<file path="config.mk">
export PLATFORM = sky130hd
export DESIGN_NAME = sensor_frame_decoder_crc16
export DESIGN_NICKNAME = d
export VERILOG_FILES = /design/src/rtl/sfd_pkg.sv /design/src/rtl/sensor_frame_decoder_crc16.sv
export SDC_FILE = /design/constraint.sdc
export NUM_CORES = 1
export LEC_CHECK = 0
export ABC_CLOCK_PERIOD_IN_PS = 2800
export BUFFER_PORTS_ARGS = -buffer_cell sky130_fd_sc_hd__buf_2
export CELL_PAD_IN_SITES_DETAIL_PLACEMENT = 2
export CELL_PAD_IN_SITES_GLOBAL_PLACEMENT = 2
export CORE_UTILIZATION = 35
export CTS_CLUSTER_SIZE = 20
export DETAILED_ROUTE_END_ITERATION = 16
export PLACE_DENSITY_LB_ADDON = 0.1
export SLEW_MARGIN = 10
export SYNTH_ARGS = -nofsm -noshare
export SYNTH_HDL_FRONTEND = slang
export SYNTH_SLANG_ARGS = --single-unit
</file>
<file path="constraint.sdc">
create_clock -name clk_i -period 2.8 [get_ports clk_i]
set_input_delay 0.56 -clock clk_i [delete_from_list [all_inputs] [get_ports clk_i]]
set_output_delay 0.56 -clock clk_i [all_outputs]
set_load 0.03 [all_outputs]
</file>
<file path="src/rtl/sfd_pkg.sv">
// ----------------------------------------------------------------------------
// sfd_pkg
// Shared types, protocol constants and the CRC-16 byte update for the
// sensor frame decoder.
// ----------------------------------------------------------------------------
package sfd_pkg;

  localparam int          MAX_PAYLOAD_DEF = 256;
  localparam int          REPLY_LEN       = 8;

  localparam logic [7:0]  SYNC_BYTE  = 8'h5A;
  localparam logic [7:0]  TYPE_DATA  = 8'hA5;
  localparam logic [7:0]  TYPE_PING  = 8'hA6;
  localparam logic [7:0]  TYPE_REPLY = 8'hA7;
  localparam logic [15:0] CRC_POLY   = 16'h1021;

  typedef enum logic [2:0] {
    PH_IDLE = 3'd0,
    PH_TYPE = 3'd1,
    PH_LENL = 3'd2,
    PH_LENH = 3'd3,
    PH_CRCL = 3'd4,
    PH_CRCH = 3'd5,
    PH_DATA = 3'd6
  } phase_e;

  typedef enum logic [1:0] {
    KIND_DATA  = 2'd0,
    KIND_PING  = 2'd1,
    KIND_REPLY = 2'd2
  } kind_e;

  typedef enum logic [1:0] {
    ST_OK       = 2'd0,
    ST_CRC_ERR  = 2'd1,
    ST_OVERFLOW = 2'd2
  } status_e;

  // CRC-16, MSB first, one byte: eight shift/xor steps.
  function automatic logic [15:0] crc16_byte(input logic [15:0] crc, input logic [7:0] b);
    logic [15:0] c;
    c = crc ^ {b, 8'h00};
    for (int i = 0; i < 8; i++) begin
      if (c[15]) begin
        c = {c[14:0], 1'b0} ^ CRC_POLY;
      end else begin
        c = {c[14:0], 1'b0};
      end
    end
    return c;
  endfunction

  // CRC after the fixed header bytes of a data frame.
  localparam logic [15:0] CRC_HDR = crc16_byte(crc16_byte(16'h0000, SYNC_BYTE), TYPE_DATA);

endpackage

</file>
<file path="src/rtl/sensor_frame_decoder_crc16.sv">
// ----------------------------------------------------------------------------
// sensor_frame_decoder_crc16
// Byte-stream parser for sync-framed serial data, ping and ping reply frames
// with a running CRC-16 check on data frames.
// ----------------------------------------------------------------------------
// One received byte enters per transfer on the slave side, and the block takes
// a new byte in every cycle while the master side keeps up. A result that
// waits on the master side holds the decode stage; the input register then
// takes at most one more byte before tready drops. An input register feeds a
// single decode stage (state transition plus a byte-wide unrolled CRC-16
// update), whose result is held in an output register. Header bytes (sync,
// type, length, CRC) give no transfer; each payload byte gives one, and a ping
// or an empty data frame gives one transfer without a byte. tlast marks the
// final transfer of a frame, whose status says ok, CRC mismatch or overflow
// (MAX_PAYLOAD payload bytes reached, which ends the frame at once). The CRC
// (poly 0x1021, init 0, no final xor) covers 5A A5 lenL lenH and the payload.
module sensor_frame_decoder_crc16 #(
  parameter int MAX_PAYLOAD = sfd_pkg::MAX_PAYLOAD_DEF
) (
  input  logic        clk_i,
  input  logic        rst_ni,
  input  logic        s_axis_tvalid_i,
  output logic        s_axis_tready_o,
  input  logic [7:0]  s_axis_tdata_i,   // [7:0] rx_byte
  output logic        m_axis_tvalid_o,
  input  logic        m_axis_tready_i,
  output logic [23:0] m_axis_tdata_o,   // [7:0] data_byte, [15:8] byte_index, [17:16] status
  output logic [2:0]  m_axis_tuser_o,   // [1:0] frame_kind, [2] has_byte
  output logic        m_axis_tlast_o
);
  import sfd_pkg::*;

  localparam int            CW      = $clog2(MAX_PAYLOAD + 1);
  localparam logic [CW-1:0] MAX_CNT = CW'(MAX_PAYLOAD);
  localparam logic [CW-1:0] RPL_CNT = CW'(REPLY_LEN);

  // Input register
  logic       in_valid_q;
  logic [7:0] in_byte_q;

  // Parser state
  phase_e        phase_q, phase_d;
  kind_e         type_q, type_d;
  logic [15:0]   len_q, len_d;
  logic [15:0]   crc_rx_q, crc_rx_d;
  logic [15:0]   crc_q, crc_d;
  logic [CW-1:0] cnt_q, cnt_d;

  // Output register
  logic       out_valid_q;
  logic [7:0] out_data_q, out_idx_q;
  kind_e      out_kind_q;
  logic       out_has_q, out_last_q;
  status_e    out_status_q;

  // Decode-stage result
  logic          emit;
  logic [7:0]    e_data, e_idx;
  kind_e         e_kind;
  logic          e_has, e_last;
  status_e       e_status;
  logic [15:0]   crc_in;
  logic [CW-1:0] cnt_inc;

  logic out_free, fire;

  // Advance the decode stage when the output register is empty or drains now.
  assign out_free        = !out_valid_q || m_axis_tready_i;
  assign fire            = in_valid_q && out_free;
  assign s_axis_tready_o = !in_valid_q || fire;

  assign crc_in  = crc16_byte(crc_q, in_byte_q);
  assign cnt_inc = cnt_q + 1'b1;

  always_comb begin
    phase_d  = phase_q;
    type_d   = type_q;
    len_d    = len_q;
    crc_rx_d = crc_rx_q;
    crc_d    = crc_q;
    cnt_d    = cnt_q;
    emit     = 1'b0;
    e_data   = 8'h00;
    e_idx    = 8'h00;
    e_kind   = KIND_DATA;
    e_has    = 1'b0;
    e_last   = 1'b0;
    e_status = ST_OK;
    case (phase_q)
      PH_TYPE: begin
        if (in_byte_q == TYPE_DATA) begin
          type_d  = KIND_DATA;
          crc_d   = CRC_HDR;
          phase_d = PH_LENL;
        end else if (in_byte_q == TYPE_PING) begin
          type_d  = KIND_PING;
          phase_d = PH_IDLE;
          emit    = 1'b1;
          e_kind  = KIND_PING;
          e_last  = 1'b1;
        end else if (in_byte_q == TYPE_REPLY) begin
          type_d  = KIND_REPLY;
          cnt_d   = '0;
          phase_d = PH_DATA;
        end
        // any other type byte: drop it, keep waiting for a type byte
      end
      PH_LENL: begin
        len_d   = {8'h00, in_byte_q};
        crc_d   = crc_in;
        phase_d = PH_LENH;
      end
      PH_LENH: begin
        len_d   = {in_byte_q, len_q[7:0]};
        crc_d   = crc_in;
        phase_d = PH_CRCL;
      end
      PH_CRCL: begin
        crc_rx_d = {8'h00, in_byte_q};
        phase_d  = PH_CRCH;
      end
      PH_CRCH: begin
        crc_rx_d = {in_byte_q, crc_rx_q[7:0]};
        cnt_d    = '0;
        if (len_q == 16'h0000) begin
          // empty frame: status from the header CRC alone
          phase_d  = PH_IDLE;
          emit     = 1'b1;
          e_last   = 1'b1;
          e_status = (crc_q == {in_byte_q, crc_rx_q[7:0]}) ? ST_OK : ST_CRC_ERR;
        end else begin
          phase_d = PH_DATA;
        end
      end
      PH_DATA: begin
        cnt_d  = cnt_inc;
        emit   = 1'b1;
        e_data = in_byte_q;
        e_idx  = 8'(cnt_q);
        e_has  = 1'b1;
        if (type_q == KIND_REPLY) begin
          e_kind = KIND_REPLY;
          if (cnt_inc >= RPL_CNT) begin
            phase_d = PH_IDLE;
            e_last  = 1'b1;
          end
        end else begin
          crc_d = crc_in;
          if (cnt_inc >= MAX_CNT) begin
            phase_d  = PH_IDLE;
            e_last   = 1'b1;
            e_status = ST_OVERFLOW;
          end else if (16'(cnt_inc) >= len_q) begin
            phase_d  = PH_IDLE;
            e_last   = 1'b1;
            e_status = (crc_in == crc_rx_q) ? ST_OK : ST_CRC_ERR;
          end
        end
      end
      default: begin
        // idle and unused codes: hunt for sync
        phase_d = (in_byte_q == SYNC_BYTE) ? PH_TYPE : PH_IDLE;
      end
    endcase
  end

  // Control and parser state
  always_ff @(posedge clk_i or negedge rst_ni) begin
    if (!rst_ni) begin
      in_valid_q  <= 1'b0;
      out_valid_q <= 1'b0;
      phase_q     <= PH_IDLE;
      type_q      <= KIND_DATA;
      len_q       <= '0;
      crc_rx_q    <= '0;
      crc_q       <= '0;
      cnt_q       <= '0;
    end else begin
      if (s_axis_tready_o) begin
        in_valid_q <= s_axis_tvalid_i;
      end
      if (fire) begin
        out_valid_q <= emit;
        phase_q     <= phase_d;
        type_q      <= type_d;
        len_q       <= len_d;
        crc_rx_q    <= crc_rx_d;
        crc_q       <= crc_d;
        cnt_q       <= cnt_d;
      end else if (m_axis_tready_i) begin
        out_valid_q <= 1'b0;
      end
    end
  end

  // Payload registers: load on transfer or on decode advance
  always_ff @(posedge clk_i) begin
    if (s_axis_tvalid_i && s_axis_tready_o) begin
      in_byte_q <= s_axis_tdata_i;
    end
    if (fire && emit) begin
      out_data_q   <= e_data;
      out_idx_q    <= e_idx;
      out_kind_q   <= e_kind;
      out_has_q    <= e_has;
      out_last_q   <= e_last;
      out_status_q <= e_status;
    end
  end

  assign m_axis_tvalid_o = out_valid_q;
  assign m_axis_tdata_o  = {6'b000000, out_status_q, out_idx_q, out_data_q};
  assign m_axis_tuser_o  = {out_has_q, out_kind_q};
  assign m_axis_tlast_o  = out_last_q;

`ifndef ASSERT_OFF
  // A transfer without a payload byte is always the end of a frame.
  a_nobyte_is_last: assert property (@(posedge clk_i) disable iff (!rst_ni)
    (m_axis_tvalid_o && !m_axis_tuser_o[2]) |-> m_axis_tlast_o)
    else $error("transfer without byte not marked last");

  // A non-ok status appears only on the last transfer.
  a_status_on_last: assert property (@(posedge clk_i) disable iff (!rst_ni)
    (m_axis_tvalid_o && (out_status_q != ST_OK)) |-> m_axis_tlast_o)
    else $error("error status before end of frame");

  // Ping replies never carry an error status.
  a_reply_ok: assert property (@(posedge clk_i) disable iff (!rst_ni)
    (m_axis_tvalid_o && (out_kind_q == KIND_REPLY)) |-> (out_status_q == ST_OK))
    else $error("ping reply with error status");

  // A byte held in the input register stays until the decode stage takes it.
  a_input_held: assert property (@(posedge clk_i) disable iff (!rst_ni)
    (in_valid_q && !out_free) |=> (in_valid_q && $stable(in_byte_q)))
    else $error("input register lost a byte while stalled");
`endif

endmodule

</file>
==> impl_metrics.ini, run 1 <==
[synth]
synth_top_flop_cell = dfrtp_1
synth-edff-count = 30
yosys_warnings = 0
synth_commonest_cells = dfrtp_1 (64), nand2_1 (55), o21ai_0 (44)
synth_area_leader_cell = dfrtp_1
netlist_instances = 472
synth_most_common_cell = dfrtp_1
synth_cell_types = 60
avgSynthCellArea_um2 = 10.37
yosysSeqAreaShare = 0.5111
yosys.area.top_type_share = 0.3271
ys_top_cells_by_area = dfrtp_1 (33%), edfxtp_1 (18%), xnor2_1 (5.5%)
netlist_area_um2 = 4896
synth-async-reset-ratio = 0.6809
ys_ff_latch = 94

[worst_setup_path]
r2r_slack_ps = 120
worstSetupEndpointType = flip-flop
cp.required_ps = 2880
critPathMaxFanout = 3
worst_ep_arrival_time_ps = 2760
worstSetupPathType = flip-flop to flip-flop
cp-start-kind = flip-flop

[clock_network]
clk_pin_slew_worst_paths_ps = 70
cts_buffers = 9
cts_sinks = 94
cts_max_path_buffers = 2
htree_levels = 3
clockRootBuffer = clkbuf_16
cts_hold_buffers = 0
cts_tree = done
clock_latency_ps = 360

[detailed_routing]
first_pass_iters = 4
drc = 0
wire_per_inst_um = 20.89
drt_iter0_drc = 137
vias = 3763
drt-total-wl_mm = 14.94
ant_nets = 0
via_per_inst = 5.263

[floorplan]
die-width_um = 120.3
initial_core_util = 0.3639
io_pins = 42
core-area_um2 = 13450
die_y_um = 120.3
die_area_um2 = 14460
rows = 42

[global_routing]
gr-total-overflow = 0
grt_max_degree = 45
antenna_found_initial = 0
grt_pass1_vias = 4090
grt_pass1_wl_mm = 23.74
grtUsageTotal = 0.2231

[timing]
worst_slack_ps = 123.2
hold_violations = 0
setup_viol = 0
clock.fmax_ghz = 0.3736
skew_ps = 8.349
worst_slew_pin_slew_ps = 1016
finalCriticalPeriod_ps = 2677
hold_ws_ps = 181.3
slew-limit-headroom = 0.3195
report.final.slew_viol_count = 0
timing.final.crit_share = 0.9560

[cells_and_area]
stdcell_count = 715
drive_above_1_share = 0.2375
area_delta_synth_final_pct = 20.78
n_antenna_cell = 0
nFillCells = 1455
nNetsFinal = 555

[run_status]
status = finished, final reports clean

[power]
power_mw = 6.435
irDropWorstVdd_v = 0.0004600
p_per_area_nw_per_um2 = 1088
leakage_nw = 2.526

[placed_design]
dp_slack_ps = -157.9
dp_cells = 693
gp_congestion = 0.7810
io_buffers = 35
place_hpwl_mm = 10.81

[worst_hold_path]
holdCritPathClass = input pin to async pin

[job]
cap_violations = 0
report_power, final:
group / switching [mW] / leakage, nW / internal, mW
clock network: 0.557 / 0.146 / 0.782
logic: 1.62 / 1.30 / 1.20
registers: 0.394 / 1.08 / 1.87
total: 2.58 / 2.53 / 3.86
layout make-up:
cell class,count,area [um^2],area share
well taps,176,220.2,0.03724
inverters,12,52.55,0.008887
repair buffers,76,508.0,0.08591
clock buffers,10,229.0,0.03872
multi-input cells,341,2313,0.3912
clock inverters,6,87.58,0.01481
flip-flops and latches,94,2502,0.4232
timing repair:
item	CTS	global route
pin swaps	0	7
setup endpoints to repair	4	4
gates resized for setup	6	8
buffers inserted	1	5
kinds of logic (layout without fill, tap and decap cells):
group,after synthesis,count (layout),synth area share
adder cells (fa/ha/maj),9,9,0.02300
multiplexers,12,12,0.02709
AND/OR/NAND/NOR,166,166,0.1771
other,1,6,0.0007659
XOR/XNOR,54,54,0.1012
buffers and inverters,42,104,0.03910
AO/OA/AOI/OAI,94,94,0.1206
flip-flops,94,94,0.5111
per-stage QoR:
stage,cell area (um^2),util,setup TNS (ps)
floorplan,4955,-,-36.02
global placement,5494,0.4084,-31.30
detailed placement,5494,0.4084,-440.2
CTS,5841,0.4342,0
global route,5913,0.4395,-14.24
finish,5913,0.4395,0
critical path, stage by stage, from the launching register on:
cell	delay, ps
dfrtp_1	430
and3_4	200
and3_4	200
xor2_2	140
ha_1	330
nor2b_4	140
a2111oi_2	340
o21ai_1	140
a21oi_2	200
o31a_1	160
o311ai_0	120
cell usage in the layout (no fill, tap or decap), types with 4 or more instances in the layout:
cell type  count
mux2_2        10
a22o_1         5
buf_4         39
inv_1         11
nand2b_1       4
nor3_1        11
a31oi_1        4
xnor2_1       29
and3_1         5
a21o_1         4
edfxtp_1      30
ha_1           7
a21oi_1       11
conb_1         6
nand2_1       55
o22a_1         4
and2_1        19
buf_2         35
nand4_1        5
nor2_1        16
nand3_1       12
clkbuf_16      9
dfrtp_1       64
nor2b_1        8
o21ai_0       43
xor2_1        19
routing by layer:
| metal | vias to the layer above | global-route usage | part of all wire |
|---|---|---|---|
| li1 | 1763 | - | - |
| met1 | 1926 | 0.2960 | 0.46 |
| met2 | 58 | 0.3714 | 0.49 |
| met3 | 16 | 0.02972 | 0.029 |
| met4 | 0 | 0.08256 | 0.018 |
| met5 | - | 0 | 0 |
worst paths after layout:
kind                       depth (start not counted)               from             end
setup / recovery                                  10           cnt_q[1]  m_axis_tlast_o
hold / removal                                     1             rst_ni       crc_q[14]
setup reg to reg                                  10           cnt_q[1]  m_axis_tlast_o
hold reg to reg                                    2           len_q[9]        len_q[9]
max in group asynchronous                          2             rst_ni        cnt_q[7]
min in group clk_i                                 1  s_axis_tdata_i[4]    in_byte_q[4]
registers in the layout (all words and copies together), names as in the netlist, 2 cells and up:
register	cells
crc_rx_q	16
cnt_q	9
out_data_q	8
out_status_q	2
type_q	2
out_idx_q	8
len_q	16
in_byte_q	8
out_kind_q	2
crc_q	16
phase_q	3
No activity file was read; power rests on OpenSTA's default activity.
==> run 2, diff against run 1 <==
BUFFER_PORTS_ARGS = default   (was -buffer_cell sky130_fd_sc_hd__buf_2)
CORE_UTILIZATION = 37   (was 35)
DONT_BUFFER_PORTS = 1   (was default)
==> impl_metrics.ini, run 2 (same netlist as run 1, synthesis figures left out) <==
[run_status]
status = finished, final reports clean

[power]
power_mw = 6.476
clockPowerShare = 0.231
p_per_area_nw_per_um2 = 1132
swShare = 0.3908
p_comb_frac = 0.398
irDropWorstVdd_v = 0.0005103
p_seq_frac = 0.372
intPower_mw = 3.945
leakage_nw = 2.395
power_switching_mw = 2.531

[global_routing]
grt_max_degree = 65
gr-total-overflow = 0
grt_pass1_vias = 4048
grtUsageTotal = 0.2362
antenna_found_initial = 0
grt_pass1_wl_mm = 23.31

[cells_and_area]
stdcell_count = 670
final_common_cell = dfrtp_1
nNetsFinal = 514
n_antenna_cell = 0
largestRegisters = crc_q x16, crc_rx_q x16, len_q x16
area_delta_synth_final_pct = 16.84
layout_common_cells = dfrtp_1 (62), nand2_1 (55), o21ai_0 (43)
utilization = 0.4478
drive_above_1_share = 0.1727

[detailed_routing]
drt_iter0_drc = 178
wire_per_inst_um = 21.85
via_per_inst = 5.387
ant_nets = 0
drc = 0
drt-total-wl_mm = 14.64
vias = 3609
first_pass_iters = 4

[floorplan]
die_area_um2 = 13700
initial_core_util = 0.3833
core-area_um2 = 12770
die_y_um = 117.0
rows = 41
die-width_um = 117.0
io_pins = 42

[placed_design]
gp_congestion = 0.8018
dp_cells = 652
place_hpwl_mm = 10.60
io_buffers = 0

[worst_setup_path]
critPathMaxFanout = 5
r2r_slack_ps = 60
worstSetupPathType = flip-flop to flip-flop
worstSetupEndpointType = flip-flop
cp.required_ps = 2870
cp-start-kind = flip-flop
reg2reg_depth = 11
worst_ep_arrival_time_ps = 2810
r2r-start = cnt_q[1]
r2r-end = m_axis_tlast_o

[timing]
clock.fmax_ghz = 0.3646
setup_viol = 0
slew-limit-headroom = 0.2638
finalCriticalPeriod_ps = 2743
worst_slew_pin_slew_ps = 1099
skew_ps = 7.248
report.final.slew_viol_count = 0
hold_violations = 0
timing.final.crit_share = 0.9795

[job]
cap_violations = 0

[clock_network]
clockRootBuffer = clkbuf_16
clock_latency_ps = 350
cts_tree = done
cts_sinks = 94
clk_pin_slew_worst_paths_ps = 70
cts_buffers = 9
htree_levels = 3
cts_max_path_buffers = 2

[worst_hold_path]
holdCritPathClass = input pin to async pin
==> run 2: power by group through the flow <==
stage	combinational, mW	clock [mW]	sequential (mW)
after floorplan	1.83	0	2.26
after global placement	2.37	0	2.39
after detailed placement	2.49	0	2.42
after CTS	2.59	1.52	2.41
after global routing	2.84	1.58	2.47
final	2.57	1.49	2.41
==> run 2: cell type report <==
class	count	area, um^2
Clock buffer	9	225.2
Clock inverter	7	136.4
Fill cell	1322	7053
Inverter	12	52.55
Multi-Input combinational cell	341	2291
Sequential cell	94	2505
Tap cell	172	215.2
Timing Repair Buffer	35	295.3
==> run 2: worst max-delay path by stage <==
stage	start	end	slack (ps)	depth (start not counted)
floorplan	cnt_q[0]	m_axis_tlast_o	-40	13
global placement	cnt_q[0]	m_axis_tlast_o	-20	12
detailed placement	cnt_q[0]	m_axis_tlast_o	-170	12
CTS	cnt_q[0]	m_axis_tlast_o	70	10
global route	cnt_q[0]	m_axis_tlast_o	-20	11
finish	cnt_q[1]	m_axis_tlast_o	60	11
==> run 2: critical path, stage by stage, from the launching register on <==
cell       delay [ps]
dfrtp_2           410
ha_4              170
nand3_4            80
buf_4             170
xnor2_2           130
ha_1              320
a21o_1            190
a2111oi_2         360
o21ai_1           150
a21oi_2           200
o31a_1            150
o311ai_0          130
==> run 2: what timing repair did <==
action | CTS | global route
hold buffers | 1 | 0
setup buffers | 0 | 1
pin swaps | 2 | 3
gates resized for setup | 8 | 2
setup endpoints to repair | 4 | 2
hold endpoints to repair | 64 | 0
==> run 2: layer usage <==
metal,up-vias,GRT usage,wire (um)
met3,12,0.03862,452
met5,-,0,0
met1,1863,0.3142,6741
met4,0,0.06667,190
li1,1677,-,-
met2,57,0.3980,7253
==> run 2: per-stage QoR <==
step / setup slack, ps / hold slack, ps / instance area (um^2) / TNS [ps]
floorplan: -36.02 / 264.4 / 4955 / -36.02
global placement: -24.23 / 266.5 / 5286 / -24.23
detailed placement: -174.7 / 266.7 / 5286 / -367.6
CTS: 66.68 / 103.0 / 5704 / 0
global route: -24.14 / 112.6 / 5720 / -28.98
finish: 57.38 / 101.6 / 5720 / 0
==> run 3, diff against run 2 <==
CTS_CLUSTER_DIAMETER = 50   (was default)
PLACE_DENSITY = 0.85   (was default)
PLACE_DENSITY_LB_ADDON = default   (was 0.1)
SETUP_SLACK_MARGIN = 0.2   (was default)
==> impl_metrics.ini, run 3 (same netlist as run 1, synthesis figures left out) <==
[worst_setup_path]
max_stage_delay_ps = 430
reg2reg_depth = 11
r2r-end = out_status_q[0]
path_cells = and3_4, buf_4, xor2_1, ha_1, a21o_1, a2111oi_4, o21ai_1, a21oi_2, buf_4, nor3_2, a31o_1
cp-start-kind = flip-flop
worstSetupEndpointType = flip-flop
cp.required_ps = 2910
cp_slowest_cell = dfrtp_1
worst_ep_arrival_time_ps = 2840
r2r_slack_ps = 70
worstSetupPathType = flip-flop to flip-flop
cp_common_cell = buf_4
r2r-start = cnt_q[0]
critPathMaxFanout = 5

[timing]
worst_slew_pin_slew_ps = 954.7
skew_ps = 12.22
tns_ps = 0
rsz0062_at_grt = true
slew-limit-headroom = 0.3607
timing.final.crit_share = 0.9740
worst_slack_ps = 72.71
hold_ws_ps = 58.14
finalCriticalPeriod_ps = 2727
setup_viol = 0
clock.fmax_ghz = 0.3667
report.final.slew_viol_count = 0
hold_violations = 0

[placed_design]
place_area_um2 = 5233
io_buffers = 0
place_hpwl_mm = 10.50
dp_cells = 646
dp_slack_ps = -165.5
gp_congestion = 0.8386

[clock_network]
cts_sinks = 94
htree_levels = 3
cts_max_path_buffers = 2
clock_latency_ps = 360
cts_buffers = 9
cts_tree = done
clk_pin_slew_worst_paths_ps = 70
clockRootBuffer = clkbuf_16

[detailed_routing]
drt-total-wl_mm = 17.26
ant_nets = 0
first_pass_iters = 4
drt_iter0_drc = 257
via_per_inst = 5.748
wire_per_inst_um = 25.61
vias = 3874
drc = 0

[global_routing]
met3_usage = 0.04789
grt_pass1_vias = 4186
gr-total-overflow = 0
grt.busiest_layer = met2
globalRouteMet2Util = 0.4327
gr-usage-met1 = 0.3112
grt_pass1_wl_mm = 24.98
grtUsageTotal = 0.2558
antenna_found_initial = 0
grt_max_degree = 65

[floorplan]
io_pins = 42
die_area_um2 = 13700
die_y_um = 117.0
die-width_um = 117.0
initial_core_util = 0.3833
core-area_um2 = 12770
rows = 41

[cells_and_area]
utilization = 0.4546
stdcell_count = 674
final_common_cell = dfrtp_1
layout_common_cells = dfrtp_1 (61), nand2_1 (54), o21ai_0 (42)
largestRegisters = crc_q x16, crc_rx_q x16, len_q x16
n_antenna_cell = 0
nFillCells = 1297
nNetsFinal = 518
area_delta_synth_final_pct = 18.60
fin_area_um2 = 5807
drive_above_1_share = 0.2052

[power]
irDropWorstVdd_v = 0.0005056
leakage_nw = 2.396
p_per_area_nw_per_um2 = 1141
power_mw = 6.627

[worst_hold_path]
holdCritPathClass = input pin to async pin

[run_status]
status = finished, final reports clean

[job]
cap_violations = 0
==> run 3: layout make-up <==
class,instances,area [um^2],share of cell area
timing repair buffer,39,312.8,0.05387
multi-input combinational,341,2392,0.4120
clock buffer,13,260.3,0.04482
clock inverter,3,67.56,0.01164
tap,172,215.2,0.03706
inverter,12,52.55,0.009050
sequential,94,2506,0.4316
==> run 3: repair_timing <==
action | in CTS | in global routing
resized for setup | 16 | 13
buffers inserted | 9 | 2
hold buffers | 1 | 0
endpoints found under the setup margin | 4 | 26
endpoints found under the hold margin | 64 | 0
pin swaps | 7 | 5
==> run 3: worst max path at each step <==
stage                         from               to  cells after the start
final                     cnt_q[0]  out_status_q[0]                     11
after floorplan           cnt_q[2]   m_axis_tlast_o                     12
after global placement    cnt_q[0]   m_axis_tlast_o                     10
after CTS                 cnt_q[0]  out_status_q[0]                     11
after global routing      cnt_q[0]   m_axis_tlast_o                      9
after detailed placement  cnt_q[0]   m_axis_tlast_o                     10
==> run 3: per-layer routing <==
layer	wire, um	up-vias
met1	6848	2013
met5	0	-
met2	8832	117
met4	910	0
met3	672	59
li1	-	1685
==> run 3: worst max-delay path: cells and delay by family (launching register included) <==
kind / cells / cell delay, ps
simple gates: 2 / 240
fa+ha+maj: 1 / 220
flops: 1 / 430
compound gates: 5 / 1120
buf+inv: 2 / 300
xor+xnor: 1 / 180
==> run 3: where the power goes <==
part | total [mW] | switching [mW] | internal, mW
Clock | 1.38 | 0.548 | 0.832
Combinational | 2.82 | 1.69 | 1.13
Sequential | 2.43 | 0.547 | 1.88
Total | 6.63 | 2.78 | 3.84
